**src/rtl/core/assert_macros.svh**
```systemverilog
// Assertion macros shared by the stop-line sequencer RTL.
// No dependencies; included by files that carry concurrent assertions.
`ifndef ASSERT_MACROS_SVH
`define ASSERT_MACROS_SVH

// Property that must hold at every clock edge outside reset.
`define ISS_ASSERT_CLK(lbl, clk, rst_n, prop, msg) \
    lbl: assert property (@(posedge clk) disable iff (!rst_n) prop) \
        else $error(msg);

// Condition that must never be true at a clock edge outside reset.
`define ISS_ASSERT_NEVER(lbl, clk, rst_n, expr, msg) \
    lbl: assert property (@(posedge clk) disable iff (!rst_n) !(expr)) \
        else $error(msg);

`endif

```
**src/rtl/core/isseq_pkg.sv**
```systemverilog
// Shared types and constants of the intersection stop sequencer.
// No dependencies; imported by every module of the block.
package isseq_pkg;

    // Request operation codes.
    localparam logic [1:0] OP_TICK  = 2'd0;
    localparam logic [1:0] OP_SIGHT = 2'd1;
    localparam logic [1:0] OP_ODO   = 2'd2;

    // Configuration register indexes (byte address is four times the index).
    localparam logic [1:0] REG_STOP_DISTANCE = 2'd0;
    localparam logic [1:0] REG_STANDING_TICKS = 2'd1;
    localparam logic [1:0] REG_PASS_DISTANCE = 2'd2;

    // Configuration reset values.
    localparam logic [15:0] STOP_DISTANCE_RESET  = 16'd400;
    localparam logic [15:0] STANDING_TICKS_RESET = 16'd300;
    localparam logic [15:0] PASS_DISTANCE_RESET  = 16'd2000;

    // Configuration as seen by the sequencer core.
    typedef struct packed {
        logic [15:0] stop_distance_mm;
        logic [15:0] standing_ticks;
        logic [15:0] pass_distance_mm;
    } cfg_t;

    // One request held in the input register.
    typedef struct packed {
        logic [1:0]         operation;
        logic signed [31:0] value_mm;
    } item_t;

endpackage

```
**src/rtl/core/isseq_cfg.sv**
```systemverilog
// APB-style configuration registers of the intersection stop sequencer.
// Depends on isseq_pkg for register indexes, reset values and cfg_t.
module isseq_cfg
    import isseq_pkg::*;
(
    input  logic        clk,
    input  logic        rst_n,
    input  logic        psel,
    input  logic        penable,
    input  logic        pwrite,
    input  logic [3:0]  paddr,
    input  logic [31:0] pwdata,
    output logic [31:0] prdata,
    output logic        pready,
    output cfg_t        cfg
);

    logic [15:0] stop_distance_reg;
    logic [15:0] standing_ticks_reg;
    logic [15:0] pass_distance_reg;
    logic        wr_en;
    logic [1:0]  reg_index;

    assign pready    = 1'b1;
    assign reg_index = paddr[3:2];
    assign wr_en     = psel && penable && pwrite;

    // Register writes in the access phase; an unknown index is dropped.
    always_ff @(posedge clk or negedge rst_n)
    begin
        if (!rst_n)
        begin
            stop_distance_reg  <= STOP_DISTANCE_RESET;
            standing_ticks_reg <= STANDING_TICKS_RESET;
            pass_distance_reg  <= PASS_DISTANCE_RESET;
        end
        else if (wr_en)
        begin
            unique case (reg_index)
                REG_STOP_DISTANCE:  stop_distance_reg  <= pwdata[15:0];
                REG_STANDING_TICKS: standing_ticks_reg <= pwdata[15:0];
                REG_PASS_DISTANCE:  pass_distance_reg  <= pwdata[15:0];
                default: ;
            endcase
        end
    end

    // Read data mux.
    always_comb
    begin
        unique case (reg_index)
            REG_STOP_DISTANCE:  prdata = {16'd0, stop_distance_reg};
            REG_STANDING_TICKS: prdata = {16'd0, standing_ticks_reg};
            REG_PASS_DISTANCE:  prdata = {16'd0, pass_distance_reg};
            default:            prdata = 32'd0;
        endcase
    end

    assign cfg.stop_distance_mm = stop_distance_reg;
    assign cfg.standing_ticks   = standing_ticks_reg;
    assign cfg.pass_distance_mm = pass_distance_reg;

endmodule

```
**src/rtl/core/isseq_core.sv**
```systemverilog
// Sequencer core: mode state machine, position state and result register.
// Depends on isseq_pkg and on assert_macros.svh for its assertions.
`include "assert_macros.svh"

module isseq_core
    import isseq_pkg::*;
(
    input  logic       clk,
    input  logic       rst_n,
    input  cfg_t       cfg,
    input  logic       item_valid,
    output logic       item_ready,
    input  item_t      item,
    output logic       out_valid,
    input  logic       out_ready,
    output logic       stop,
    output logic [1:0] mode
);

    typedef enum logic [1:0] {
        MODE_IDLE  = 2'd0,
        MODE_LINE  = 2'd1,
        MODE_STAND = 2'd2,
        MODE_PASS  = 2'd3
    } mode_t;

    mode_t              state_reg, state_next;
    logic signed [31:0] odo_reg, odo_next;
    logic signed [31:0] line_reg, line_next;
    logic signed [31:0] odo_at_reg, odo_at_next;
    logic        [15:0] count_reg, count_next;
    logic signed [31:0] pass_end_reg, pass_end_next;
    logic               out_valid_reg, out_valid_next;
    logic               stop_reg, stop_next;
    logic        [1:0]  mode_reg, mode_next;

    logic               is_tick;
    logic               item_fire;
    logic signed [33:0] remaining;
    logic signed [32:0] pass_sum;
    logic signed [31:0] pass_end_sat;

    // A tick needs room in the result register; other requests pass freely.
    assign is_tick    = (item.operation == OP_TICK);
    assign item_ready = !is_tick || !out_valid_reg || out_ready;
    assign item_fire  = item_valid && item_ready;

    // Remaining distance to the line, exact in 34 bits.
    assign remaining = {{2{line_reg[31]}}, line_reg}
                     - {{2{odo_reg[31]}}, odo_reg}
                     + {{2{odo_at_reg[31]}}, odo_at_reg};

    // End of the passing stretch, saturated at the largest positive position.
    assign pass_sum     = {odo_reg[31], odo_reg} + {17'd0, cfg.pass_distance_mm};
    assign pass_end_sat = (!pass_sum[32] && pass_sum[31]) ? 32'sh7FFF_FFFF
                                                          : pass_sum[31:0];

    // Next state and result for the request leaving the input register.
    always_comb
    begin
        state_next     = state_reg;
        odo_next       = odo_reg;
        line_next      = line_reg;
        odo_at_next    = odo_at_reg;
        count_next     = count_reg;
        pass_end_next  = pass_end_reg;
        out_valid_next = out_valid_reg && !out_ready;
        stop_next      = stop_reg;
        mode_next      = mode_reg;

        if (item_fire)
        begin
            unique case (item.operation)
                OP_SIGHT:
                begin
                    if (state_reg == MODE_IDLE || state_reg == MODE_LINE)
                    begin
                        line_next   = item.value_mm;
                        odo_at_next = odo_reg;
                        state_next  = MODE_LINE;
                    end
                end
                OP_ODO:
                begin
                    odo_next = item.value_mm;
                end
                OP_TICK:
                begin
                    stop_next = 1'b0;
                    unique case (state_reg)
                        MODE_LINE:
                        begin
                            if (remaining < $signed({18'd0, cfg.stop_distance_mm}))
                            begin
                                state_next = MODE_STAND;
                                count_next = 16'd0;
                            end
                        end
                        MODE_STAND:
                        begin
                            if (count_reg < cfg.standing_ticks)
                            begin
                                stop_next  = 1'b1;
                                count_next = count_reg + 16'd1;
                            end
                            else
                            begin
                                pass_end_next = pass_end_sat;
                                state_next    = MODE_PASS;
                            end
                        end
                        MODE_PASS:
                        begin
                            if (odo_reg > pass_end_reg)
                            begin
                                state_next = MODE_IDLE;
                            end
                        end
                        MODE_IDLE: ;
                    endcase
                    out_valid_next = 1'b1;
                    mode_next      = state_next;
                end
                default: ;
            endcase
        end
    end

    // State and result register.
    always_ff @(posedge clk or negedge rst_n)
    begin
        if (!rst_n)
        begin
            state_reg     <= MODE_IDLE;
            odo_reg       <= '0;
            line_reg      <= '0;
            odo_at_reg    <= '0;
            count_reg     <= '0;
            pass_end_reg  <= '0;
            out_valid_reg <= 1'b0;
            stop_reg      <= 1'b0;
            mode_reg      <= 2'd0;
        end
        else
        begin
            state_reg     <= state_next;
            odo_reg       <= odo_next;
            line_reg      <= line_next;
            odo_at_reg    <= odo_at_next;
            count_reg     <= count_next;
            pass_end_reg  <= pass_end_next;
            out_valid_reg <= out_valid_next;
            stop_reg      <= stop_next;
            mode_reg      <= mode_next;
        end
    end

    assign out_valid = out_valid_reg;
    assign stop      = stop_reg;
    assign mode      = mode_reg;

    // Stop is only ever requested while standing.
    `ISS_ASSERT_NEVER(a_stop_only_standing, clk, rst_n,
        out_valid_reg && stop_reg && (mode_reg != MODE_STAND),
        "stop result outside standing mode")

    // Every accepted tick leaves a result in the result register.
    `ISS_ASSERT_CLK(a_tick_gives_result, clk, rst_n,
        (item_fire && is_tick) |=> out_valid_reg,
        "accepted tick produced no result")

    // Other requests never create a result of their own.
    `ISS_ASSERT_CLK(a_no_result_without_tick, clk, rst_n,
        (item_fire && !is_tick && (!out_valid_reg || out_ready)) |=> !out_valid_reg,
        "result produced by a non-tick request")

    // From idle the only way forward is a sighting into line ahead.
    `ISS_ASSERT_CLK(a_idle_exit, clk, rst_n,
        (state_reg == MODE_IDLE) |=> (state_reg == MODE_IDLE || state_reg == MODE_LINE),
        "illegal transition out of idle")

endmodule

```
**src/rtl/core/intersection_stop_sequencer.sv**
```systemverilog
// Top level of the intersection stop sequencer: input register, core, config.
// Depends on isseq_pkg, isseq_cfg and isseq_core.

// The sequencer takes one request per clock cycle: a tick, a stop-line
// sighting or an odometer update. A request is first held in the input
// register and is then applied to the mode state, and a tick's result is
// written into the result register when the core accepts the tick; only
// ticks give a result. The sustained rate is one request per cycle; it
// drops only when a tick reaches the core while the previous result still
// waits in the result register, because the single result register then
// holds the tick back. Sightings and odometer updates keep flowing while a
// result waits. Configuration is written through the APB-style port while
// no request is in flight: a rule for the user, the block does not enforce it.
module intersection_stop_sequencer
    import isseq_pkg::*;
(
    input  logic               clk,
    input  logic               rst_n,
    input  logic               in_valid,
    output logic               in_ready,
    input  logic [1:0]         operation,
    input  logic signed [31:0] value_mm,
    output logic               out_valid,
    input  logic               out_ready,
    output logic               stop,
    output logic [1:0]         mode,
    input  logic               psel,
    input  logic               penable,
    input  logic               pwrite,
    input  logic [3:0]         paddr,
    input  logic [31:0]        pwdata,
    output logic [31:0]        prdata,
    output logic               pready
);

    cfg_t  cfg;
    item_t item_reg;
    logic  item_valid_reg;
    logic  core_ready;

    // Input register: loads whenever it is empty or its request moves on.
    assign in_ready = !item_valid_reg || core_ready;

    always_ff @(posedge clk or negedge rst_n)
    begin
        if (!rst_n)
        begin
            item_valid_reg <= 1'b0;
        end
        else if (in_ready)
        begin
            item_valid_reg <= in_valid;
        end
    end

    // Payload of the input register needs no reset.
    always_ff @(posedge clk)
    begin
        if (in_ready && in_valid)
        begin
            item_reg.operation <= operation;
            item_reg.value_mm  <= value_mm;
        end
    end

    isseq_cfg u_cfg (
        .clk     (clk),
        .rst_n   (rst_n),
        .psel    (psel),
        .penable (penable),
        .pwrite  (pwrite),
        .paddr   (paddr),
        .pwdata  (pwdata),
        .prdata  (prdata),
        .pready  (pready),
        .cfg     (cfg)
    );

    isseq_core u_core (
        .clk        (clk),
        .rst_n      (rst_n),
        .cfg        (cfg),
        .item_valid (item_valid_reg),
        .item_ready (core_ready),
        .item       (item_reg),
        .out_valid  (out_valid),
        .out_ready  (out_ready),
        .stop       (stop),
        .mode       (mode)
    );

endmodule
```
**config.mk**
```make
export PLATFORM = sky130hd
export DESIGN_NAME = intersection_stop_sequencer
export DESIGN_NICKNAME = d
export VERILOG_FILES = /design/src/rtl/core/isseq_pkg.sv /design/src/rtl/core/isseq_cfg.sv /design/src/rtl/core/isseq_core.sv /design/src/rtl/core/intersection_stop_sequencer.sv
export VERILOG_INCLUDE_DIRS = /design/src /design/src/rtl/core
export SDC_FILE = /design/constraint.sdc
export NUM_CORES = 1
export LEC_CHECK = 0
export ABC_AREA = 1
export BUFFER_PORTS_ARGS = -buffer_cell sky130_fd_sc_hd__buf_2
export CAP_MARGIN = 0
export CORE_MARGIN = 2
export CORE_UTILIZATION = 35
export DETAILED_ROUTE_END_ITERATION = 8
export PLACE_DENSITY_LB_ADDON = 0.15
export SLEW_MARGIN = 10
export SYNTH_ARGS = -nofsm -noshare
export SYNTH_HDL_FRONTEND = slang
export SYNTH_HIERARCHICAL = 1
export SYNTH_SLANG_ARGS = --single-unit
```
**constraint.sdc**
```tcl
create_clock -name clk -period 6.1 [get_ports clk]
set_input_delay 0.305 -clock clk [delete_from_list [all_inputs] [get_ports clk]]
set_output_delay 0.305 -clock clk [all_outputs]
set_load 0.1 [all_outputs]
```
Word-level counts from Yosys, hierarchy flattened
Cells that the tools add are included.
{ "totals": {"regBits": 233, "input_bits": 77, "output_inout_bits": 38, "elab_cells": 77} }
{ "classes": {"add_sub_neg": 4, "order_cmp": 3, "eq_ne": 10, "mux": 15, "n_bitwise": 1, "reduce_logical": 29} }
{ "op_table": {"columns": ["op", "count"], "rows": [
  ["$pmux W16 S3", 1],
  ["$add A34 B34 Y34", 1],
  ["$lt A34 B17 Y1", 1],
  ["$add A32 B17 Y33", 1],
  ["$sub A32 B32 Y33", 1],
  ["$gt A32 B32 Y1", 1],
  ["$mux W16", 2],
  ["$mux W32", 1],
  ["$pmux W16 S2", 1],
  ["$add A16 B1 Y16 const B", 1],
  ["$lt A16 B16 Y1", 1],
  ["$reduce_and A2 Y1", 5],
  ["$eq A2 B2 Y1 const B", 4],
  ["$mux W2", 4],
  ["$eq A2 B1 Y1 const B", 3],
  ["$logic_and A1 B1 Y1", 6],
  ["$logic_not A2 Y1", 3],
  ["$pmux W2 S3", 1],
  ["$reduce_and A3 Y1", 2],
  ["$logic_not A1 Y1", 5],
  ["$reduce_and A5 Y1", 1],
  ["$logic_or A1 B1 Y1", 4],
  ["$mux W1", 4],
  ["$ne A2 B1 Y1 const B", 2],
  ["5 further kinds", 6]
]} }

Logic depth before layout (Yosys ltp)
Gate-level depths: netlist (run 1).
{ "depth": {"word_depth": 6, "ltp_mapped": 35} }

Cells and area by module
The synthesis (run 1) kept the hierarchy.
{ "modules_own_cells": {"columns": ["module", "instances", "cells_per_inst", "area_each_um2", "seq_area_each_um2"], "rows": [
  ["isseq_core", 1, 1900, 13126.3, 3753.6],
  ["isseq_cfg", 1, 302, 2422.3, 1217.4],
  ["intersection_stop_sequencer", 1, 40, 1066.0, 1046.0]
]} }

Least setup slack after synthesis (run 1)
Ideal clock, no wire load.
{ "synth_timing": {"path_type": "register to register", "startpoint": "reg u_core.odo_reg[0]", "endpoint": "reg u_core.count_reg[5]", "setup_time_ns": 0.123, "arrival_time_ns": 4.503, "t_required_ns": 5.977, "slack_ns": 1.474, "path_stages_with_launch": 31, "path_buffers": 1, "period_less_slack_ns": 4.626, "path_cell_list": "dfrtp_1 -> ha_1 -> fa_1 -> o21ai_0 -> a31oi_1 -> o21ai_0 -> a31oi_1 -> xnor2_1 -> ha_1 -> nand2_1 -> inv_1 -> nand2_1 -> inv_1 -> nand2_1 -> nand2_1 -> xor2_1 -> ha_1 -> a21oi_1 -> o21a_1 -> o21ai_0 -> a21oi_1 -> nand2_1 -> nor2_1 -> nand2_1 -> nor3_4 -> nand3_2 -> nand3_2 -> nand4_4 -> buf_6 -> nand2_2 -> o21ai_2"} }
{ "synth_between": {"elab_chain_len": 5} }
{ "synth_rtl": {"columns": ["item", "line", "rtl"], "rows": [
  ["from (decl)", "isseq_core.sv:28", "logic signed [31:0] odo_reg, odo_next;"],
  ["from (signal assigned)", "isseq_core.sv:147", "odo_reg <= odo_next;"],
  ["$sub A32 B32 Y33", "isseq_core.sv:50", "- {{2{odo_reg[31]}}, odo_reg}"],
  ["$add A34 B34 Y34", "isseq_core.sv:51", "+ {{2{odo_at_reg[31]}}, odo_at_reg};"],
  ["$lt A34 B17 Y1", "isseq_core.sv:93", "if (remaining < $signed({18'd0, cfg.stop_distance_mm}))"],
  ["$ne A2 B2 Y1 (no line)", null, null],
  ["$reduce_and A5 Y1 (no line)", null, null],
  ["to (signal assigned)", "isseq_core.sv:150", "count_reg <= count_next;"],
  ["to (decl)", "isseq_core.sv:31", "logic [15:0] count_reg, count_next;"]
]} }
Every way passes these cells.
A chain may end at the register's enable or synchronous reset.

Worst setup path in the final report (run 1)
{ "layout_timing": {"startpoint": "reg u_core.odo_reg[1]", "endpoint": "reg u_core.count_reg[1]"} }
The elaborated chain is that of the path after synthesis.

==> impl_metrics.tcl, run 1 <==
set metrics [dict create \
    async_flop_share_pct 85.4 \
    cpMostUsedCell "nand2_1" \
    final_common_cell "nand2_1" \
    clkSinkCount 233 \
    syn2layout_area_growth_pct 14.4 \
    finalCritPeriodShare_pct 90.0 \
    die_area_sq_mm 0.0492 \
    netlist_area_sq_mm 0.0166 \
    clockBufferDepth 3 \
    end_kind "register" \
    cp.required_ns 6.54 \
    postRouteAntennaNets 0 \
    largest_reg_flops 34 \
    p_per_area_mw_per_mm2 604 \
    setup_tns_ns 0 \
    synth-compound-area-share_pct 10.3 \
    coreArea_sq_mm 0.0467 \
    vias 14200 \
    clk_pin_slew_ns 0.06 \
    synth_seq_cells 233 \
    arrival_ns 5.93 \
    antenna_found_initial 0 \
    io_pins 115 \
    numPortBuffers 79 \
    root_buffer "clkbuf_16" \
    synth_edf_count 34 \
    finalSetupViolations 0 \
    hold_path.class "in -> reg" \
    grt_overflow 0 \
    synthCells 2242 \
    crit_path_max_fanout 32 \
    synth-simple-area-share_pct 28.2 \
    max_freq_ghz 0.182 \
    synth_top_family_by_area "simple AND/OR/NAND/NOR gates" \
    antennaDiodeCount 0 \
    synth-xor-area-share_pct 4.27 \
    peakVddDrop_mv 0.292 \
    final_util_pct 40.7 \
    crit_family "compound AO/OA/AOI/OAI gates" \
    place_congestion 0.871 \
    ys_types 53 \
    nNetsFinal 2593 \
    grt_setup_unrepaired "false" \
    status "finished clean" \
    grt_max_degree 144 \
    gr-usage-all-layers_pct 18.7 \
    critical-path-slowest-cell "dfrtp_1" \
    start_util_pct 35.6 \
    std_cell_rows 79 \
    path_class "reg -> reg" \
    ys_warn_count 6 \
    die_w_um 222 \
    vias_per_cell 4.74 \
    worst-slew-pin-transition_ns 1.14 \
    post_cts_resized 0 \
    first_pass_iters 5 \
    grt_pass1_vias 14000 \
    layout_common_cells "nand2_1 (773), inv_1 (306), dfrtp_1 (186)" \
    hpwl_mm 34.8 \
    yosysSeqAreaShare_pct 36.2 \
    critPathMaxStageDelay_ns 0.44 \
    finClkSkew_ns 0.0160 \
    slew_viol_final 0 \
    post-route-min-period_ns 5.49 \
    clk_latency_ns 0.57 \
    hold_violations 0 \
    drtIter0Drc 804 \
    synth_area_per_cell_sq_um 7.41 \
    die_h_um 222 \
    p_leak_nw 9.81 \
    grt_pass1_wl_mm 74.5 \
    muxShareOfSynthArea_pct 0 \
    max_cap_viol_count 0 \
    max-slew-margin-rel_pct 23.9 \
    start_kind "register" \
    cts_buffers 29 \
    drive_gt1_share_pct 11.0 \
    ys.flop_type "dfrtp_1" \
    synth_fa_ha_area_share_pct 11.5 \
    drt_wl_total_mm 45.3 \
    wl_per_cell_um 15.1 \
    drc 0 \
    cp_num_buf_inv 3 \
    tritoncts "done" \
    htreeDepth 1 \
]
[stage by stage]
stage / setup WS [ns] / hold slack, ns / power [mW] / cells / area, sq um
finish: 0.612 / 0.0248 / 11.5 / 2994 / 19000
detailed placement: 0.605 / 0.324 / 9.74 / 2889 / 17500
floorplan: 1.47 / 0.00941 / 7.93 / 2257 / 16700
CTS: 0.605 / 0.00660 / 11.6 / 2994 / 19000
global route: 0.0736 / 0.0187 / 12.7 / 2994 / 19000
global placement: 0.713 / 0.325 / 9.68 / 2889 / 17500
[worst paths after layout]
kind | start | endpoint | slack [ns] | cells after the start
worst max-delay path | u_core/odo_reg[1]$_DFFE_PN0P_ | u_core/count_reg[1]$_DFFE_PN0P_ | 0.61 | 32
worst min-delay path | pwdata[15] | u_cfg/standing_ticks_reg[15]$_DFFE_PN0P_ | 0.02 | 3
worst max register to register | u_core/odo_reg[1]$_DFFE_PN0P_ | u_core/count_reg[1]$_DFFE_PN0P_ | 0.61 | 32
worst min register to register | u_cfg/stop_distance_reg[8]$_DFFE_PN1P_ | u_cfg/stop_distance_reg[8]$_DFFE_PN1P_ | 0.47 | 2
max in group asynchronous | rst_n | u_core/odo_reg[24]$_DFFE_PN0P_ | 4.59 | 3
min in group asynchronous | rst_n | u_cfg/standing_ticks_reg[6]$_DFFE_PN0P_ | 0.27 | 2
[power breakdown]
| part | switching [mW] | leakage (nW) | total (mW) | internal (mW) |
|---|---|---|---|---|
| clock network | 0.701 | 0.478 | 1.73 | 1.03 |
| logic | 4.89 | 6.46 | 7.51 | 2.62 |
| registers | 0.316 | 2.87 | 2.24 | 1.93 |
[worst min-delay path: cells and delay by family]
family | cells | cell delay (ns)
buf+inv | 1 | 0.13
simple gates | 2 | 0.12
[repair_timing]
item / in CTS / in global routing
hold buffers: 52 / 0
buffers inserted: 0 / 0
endpoints found under the hold margin: 136 / 0
[metal layers]
metal | global-route usage [%] | vias up | part of all wire, % | routed length, um
met5 | 0 | - | 0 | 0
li1 | - | 7370 | - | -
met2 | 29.9 | 237 | 45 | 20200
met4 | 4.51 | 0 | 1.8 | 816
met3 | 1.92 | 52 | 3.6 | 1630
met1 | 27.0 | 6535 | 50 | 22700
[cells in the mapped netlist (2+ instances only)]
cell type / number / area share [%]
edfxtp_1: 34 / 6.1
nand3_2: 7 / 0.42
o21a_1: 5 / 0.23
xor2_1: 63 / 3.3
inv_1: 306 / 6.9
or2_2: 8 / 0.30
a21oi_2: 5 / 0.26
ha_1: 148 / 11
nor4_1: 6 / 0.23
nand2_1: 773 / 17
dfstp_2: 13 / 2.1
nor3_1: 24 / 0.72
nand2_4: 3 / 0.20
xnor2_1: 18 / 0.95
or2_1: 2 / 0.075
nor2_4: 6 / 0.41
a31oi_1: 4 / 0.15
a21o_1: 4 / 0.18
o21ai_2: 19 / 1.0
o211ai_1: 6 / 0.27
a211oi_1: 3 / 0.14
conb_1: 2 / 0.045
nand3_1: 94 / 2.8
a21oi_1: 108 / 3.3
o221ai_1: 2 / 0.11
buf_6: 9 / 0.61
fa_1: 3 / 0.36
o21ai_0: 143 / 4.3
nand3b_1: 6 / 0.27
clkbuf_1: 28 / 0.63
dfrtp_1: 186 / 28
nand2_2: 42 / 1.6
nor2_1: 90 / 2.0
nand4_1: 17 / 0.64
a21boi_0: 3 / 0.14
o31ai_1: 2 / 0.090
nor2_2: 7 / 0.26
inv_2: 7 / 0.16
buf_4: 22 / 0.99
[kinds of logic after synthesis]
family	count (synthesis)
AO/OA/AOI/OAI	308
buffers and inverters	374
adder cells (fa/ha/maj)	151
XOR/XNOR	81
other	2
flip-flops	233
AND/OR/NAND/NOR	1093
[cell type report]
cell class                      instances  area [sq um]
Tap cell                              607           759
Clock inverter                         15           138
Inverter                              313          1170
Sequential cell                       233          6020
Multi-Input combinational cell       1650          9100
Timing Repair Buffer                  138           990
Fill cell                            4934         27700
Clock buffer                           38           820
Note: power is estimated with default switching activity, not from simulation.
==> run 2, diff against run 1 <==
--- a/config.mk
+++ b/config.mk
@@ -11,10 +11,10 @@
 export CAP_MARGIN = 0
 export CORE_MARGIN = 2
 export CORE_UTILIZATION = 35
+export CTS_BUF_LIST = sky130_fd_sc_hd__clkbuf_16
 export DETAILED_ROUTE_END_ITERATION = 8
 export PLACE_DENSITY_LB_ADDON = 0.15
 export SLEW_MARGIN = 10
 export SYNTH_ARGS = -nofsm -noshare
 export SYNTH_HDL_FRONTEND = slang
-export SYNTH_HIERARCHICAL = 1
 export SYNTH_SLANG_ARGS = --single-unit
==> impl_metrics.tcl, run 2 <==
set metrics [dict create \
    htreeDepth 1 \
    synth_area_per_cell_sq_um 7.69 \
    hpwl_mm 35.6 \
    largest_reg_flops 34 \
    place_congestion 0.862 \
    path_class "reg -> reg" \
    setup_tns_ns 0 \
    start_util_pct 35.3 \
    ys.flop_type "dfrtp_1" \
    preCtsSetupSlack_ns 0.678 \
    finClkSkew_ns 0.0149 \
    drtIter0Drc 792 \
    worst-slew-pin-transition_ns 1.15 \
    hold_path.class "in -> reg" \
    vias_per_cell 4.91 \
    async_flop_share_pct 85.4 \
    status "finished clean" \
    grt_setup_unrepaired "false" \
    io_pins 115 \
    post_cts_resized 0 \
    root_buffer "clkbuf_16" \
    post-route-min-period_ns 5.38 \
    ctsHoldBuffers 38 \
    start_kind "register" \
    synth.top_cell.area_share_pct 28.5 \
    tritoncts "done" \
    ys_types 53 \
    die_area_sq_mm 0.0485 \
    yosysSeqAreaShare_pct 36.8 \
    finalCritPeriodShare_pct 88.2 \
    use_met2_pct 30.9 \
    fin_ws_ns 0.720 \
    synth_seq_cells 233 \
    critPathMaxStageDelay_ns 0.42 \
    pwr-share-clk_pct 13.0 \
    p_per_area_mw_per_mm2 627 \
    die_h_um 220 \
    numPortBuffers 79 \
    grt_max_degree 175 \
    arrival_ns 5.82 \
    combPwrFrac_pct 67.6 \
    grt_overflow 0 \
    drc 0 \
    std_cell_rows 79 \
    slew_viol_final 0 \
    clk_latency_ns 0.57 \
    max_cap_viol_count 0 \
    antennaDiodeCount 0 \
    peakVddDrop_mv 0.258 \
    nNetsFinal 2466 \
    met1_usage_pct 28.8 \
    synthCells 2128 \
    layout_common_cells "nand2_1 (530), inv_1 (315), o21ai_0 (199)" \
    cts_buffers 27 \
    netlist_top_cells_area "dfrtp_1 (28%), nand2_1 (12%), ha_1 (11%)" \
    ys_top_cells_by_count "nand2_1 (530), inv_1 (312), o21ai_0 (199)" \
    final_common_cell "nand2_1" \
    synth_top_cell_by_area "dfrtp_1" \
    netlist_area_sq_mm 0.0164 \
    clk_pin_slew_ns 0.06 \
    final_area_sq_mm 0.0185 \
    clockBufferDepth 3 \
    max_freq_ghz 0.186 \
    postRouteAntennaNets 0 \
    end_kind "register" \
    placed_cell_area_sq_mm 0.0173 \
    vias 14100 \
    cp.required_ns 6.54 \
    internal_power_mw 5.46 \
    drive_gt1_share_pct 12.0 \
    synth_edf_count 34 \
    hold_violations 0 \
    hold_ws_ns 0.0306 \
    cp_num_buf_inv 3 \
    syn2layout_area_growth_pct 13.3 \
    critical-path-slowest-cell "dfrtp_1" \
    crit_family "simple AND/OR/NAND/NOR gates" \
    max-slew-margin-rel_pct 23.4 \
    coreArea_sq_mm 0.0464 \
    die_w_um 220 \
    use_met3_pct 1.87 \
    power_switching_mw 6.15 \
    p_leak_nw 9.25 \
    cts_setup_buffers 0 \
    wl_per_cell_um 16.0 \
    grt_pass1_vias 13600 \
    crit_path_max_fanout 32 \
    finalSetupViolations 0 \
    seqPwrFrac_pct 19.4 \
    gr-usage-all-layers_pct 19.4 \
    grt.busiest_layer "met2" \
    final_util_pct 40.0 \
    antenna_found_initial 0 \
    clkSinkCount 233 \
    yosysMostFrequentCell "nand2_1" \
    grt_pass1_wl_mm 74.7 \
    drt_wl_total_mm 45.9 \
    ys_warn_count 0 \
    switching_share_pct 53.0 \
    first_pass_iters 5 \
]
## run 2: cell count changes after synthesis, moves of 5 or more
cell / before / now
o211ai_1: 6 / 20
a31oi_1: 4 / 17
a22oi_2: 0 / 17
nand2_1: 773 / 530
clkbuf_1: 28 / 41
xor2_1: 63 / 53
inv_1: 306 / 312
a21oi_1: 108 / 121
buf_4: 22 / 17
nand3_1: 94 / 75
nor2_1: 90 / 122
o21ai_0: 143 / 199
## run 2: logic make-up (layout without fill, tap and decap cells)
| family | after synthesis | count (layout) | share of synthesized area [%] |
|---|---|---|---|
| flip-flops | 233 | 233 | 36.8 |
| AND/OR/NAND/NOR | 859 | 859 | 22.7 |
| XOR/XNOR | 67 | 67 | 3.59 |
| buffers and inverters | 384 | 498 | 9.48 |
| adder cells (fa/ha/maj) | 152 | 152 | 11.8 |
| other | 2 | 17 | 0.0459 |
| AO/OA/AOI/OAI | 431 | 431 | 15.6 |
## run 2: area by class of cell
type                       count  area (sq um)
clock buffer                  27           676
fill                        4822         27800
sequential                   233          6020
timing repair buffer         129           887
clock inverter                22           131
tap                          607           759
multi-input combinational   1526          8860
inverter                     320          1200
## run 2: per-stage QoR
step,power (mW),std cells
2_1_floorplan,8.16,2143
3_3_place_gp,10.1,2777
3_5_place_dp,10.1,2777
4_1_cts,11.7,2864
5_1_grt,12.9,2864
6_report,11.6,2864
## run 2: power by group through the flow
stage / clock network, mW / logic [mW] / registers [mW]
finish: 1.51 / 7.85 / 2.26
global route: 1.61 / 9.03 / 2.30
CTS: 1.56 / 7.94 / 2.25
detailed placement: 0 / 7.87 / 2.27
global placement: 0 / 7.81 / 2.27
floorplan: 0 / 5.97 / 2.19
## run 2: final timing paths
check	from	endpoint	slack (ns)	cells after the start
setup / recovery	u_core.odo_reg[0]$_DFFE_PN0P_	u_core.count_reg[1]$_DFFE_PN0P_	0.72	29
hold / removal	pwdata[3]	u_cfg.standing_ticks_reg[3]$_DFFE_PN1P_	0.03	3
setup reg to reg	u_core.odo_reg[0]$_DFFE_PN0P_	u_core.count_reg[1]$_DFFE_PN0P_	0.72	29
hold reg to reg	u_cfg.standing_ticks_reg[10]$_DFFE_PN0P_	u_cfg.standing_ticks_reg[10]$_DFFE_PN0P_	0.49	2
max in group asynchronous	rst_n	u_core.odo_at_reg[31]$_DFFE_PN0P_	4.64	3
min in group asynchronous	rst_n	u_core.count_reg[5]$_DFFE_PN0P_	0.18	2
## run 2: routing by layer
layer | up-vias | wire (um)
li1 | 7159 | -
met1 | 6643 | 23000
met2 | 227 | 20700
met3 | 35 | 1600
met4 | 0 | 626
met5 | - | 0
## run 2: worst min-delay path, cell delays in order
cell and delay [ns]:
buf_2 0.10, inv_1 0.08, o21ai_0 0.10
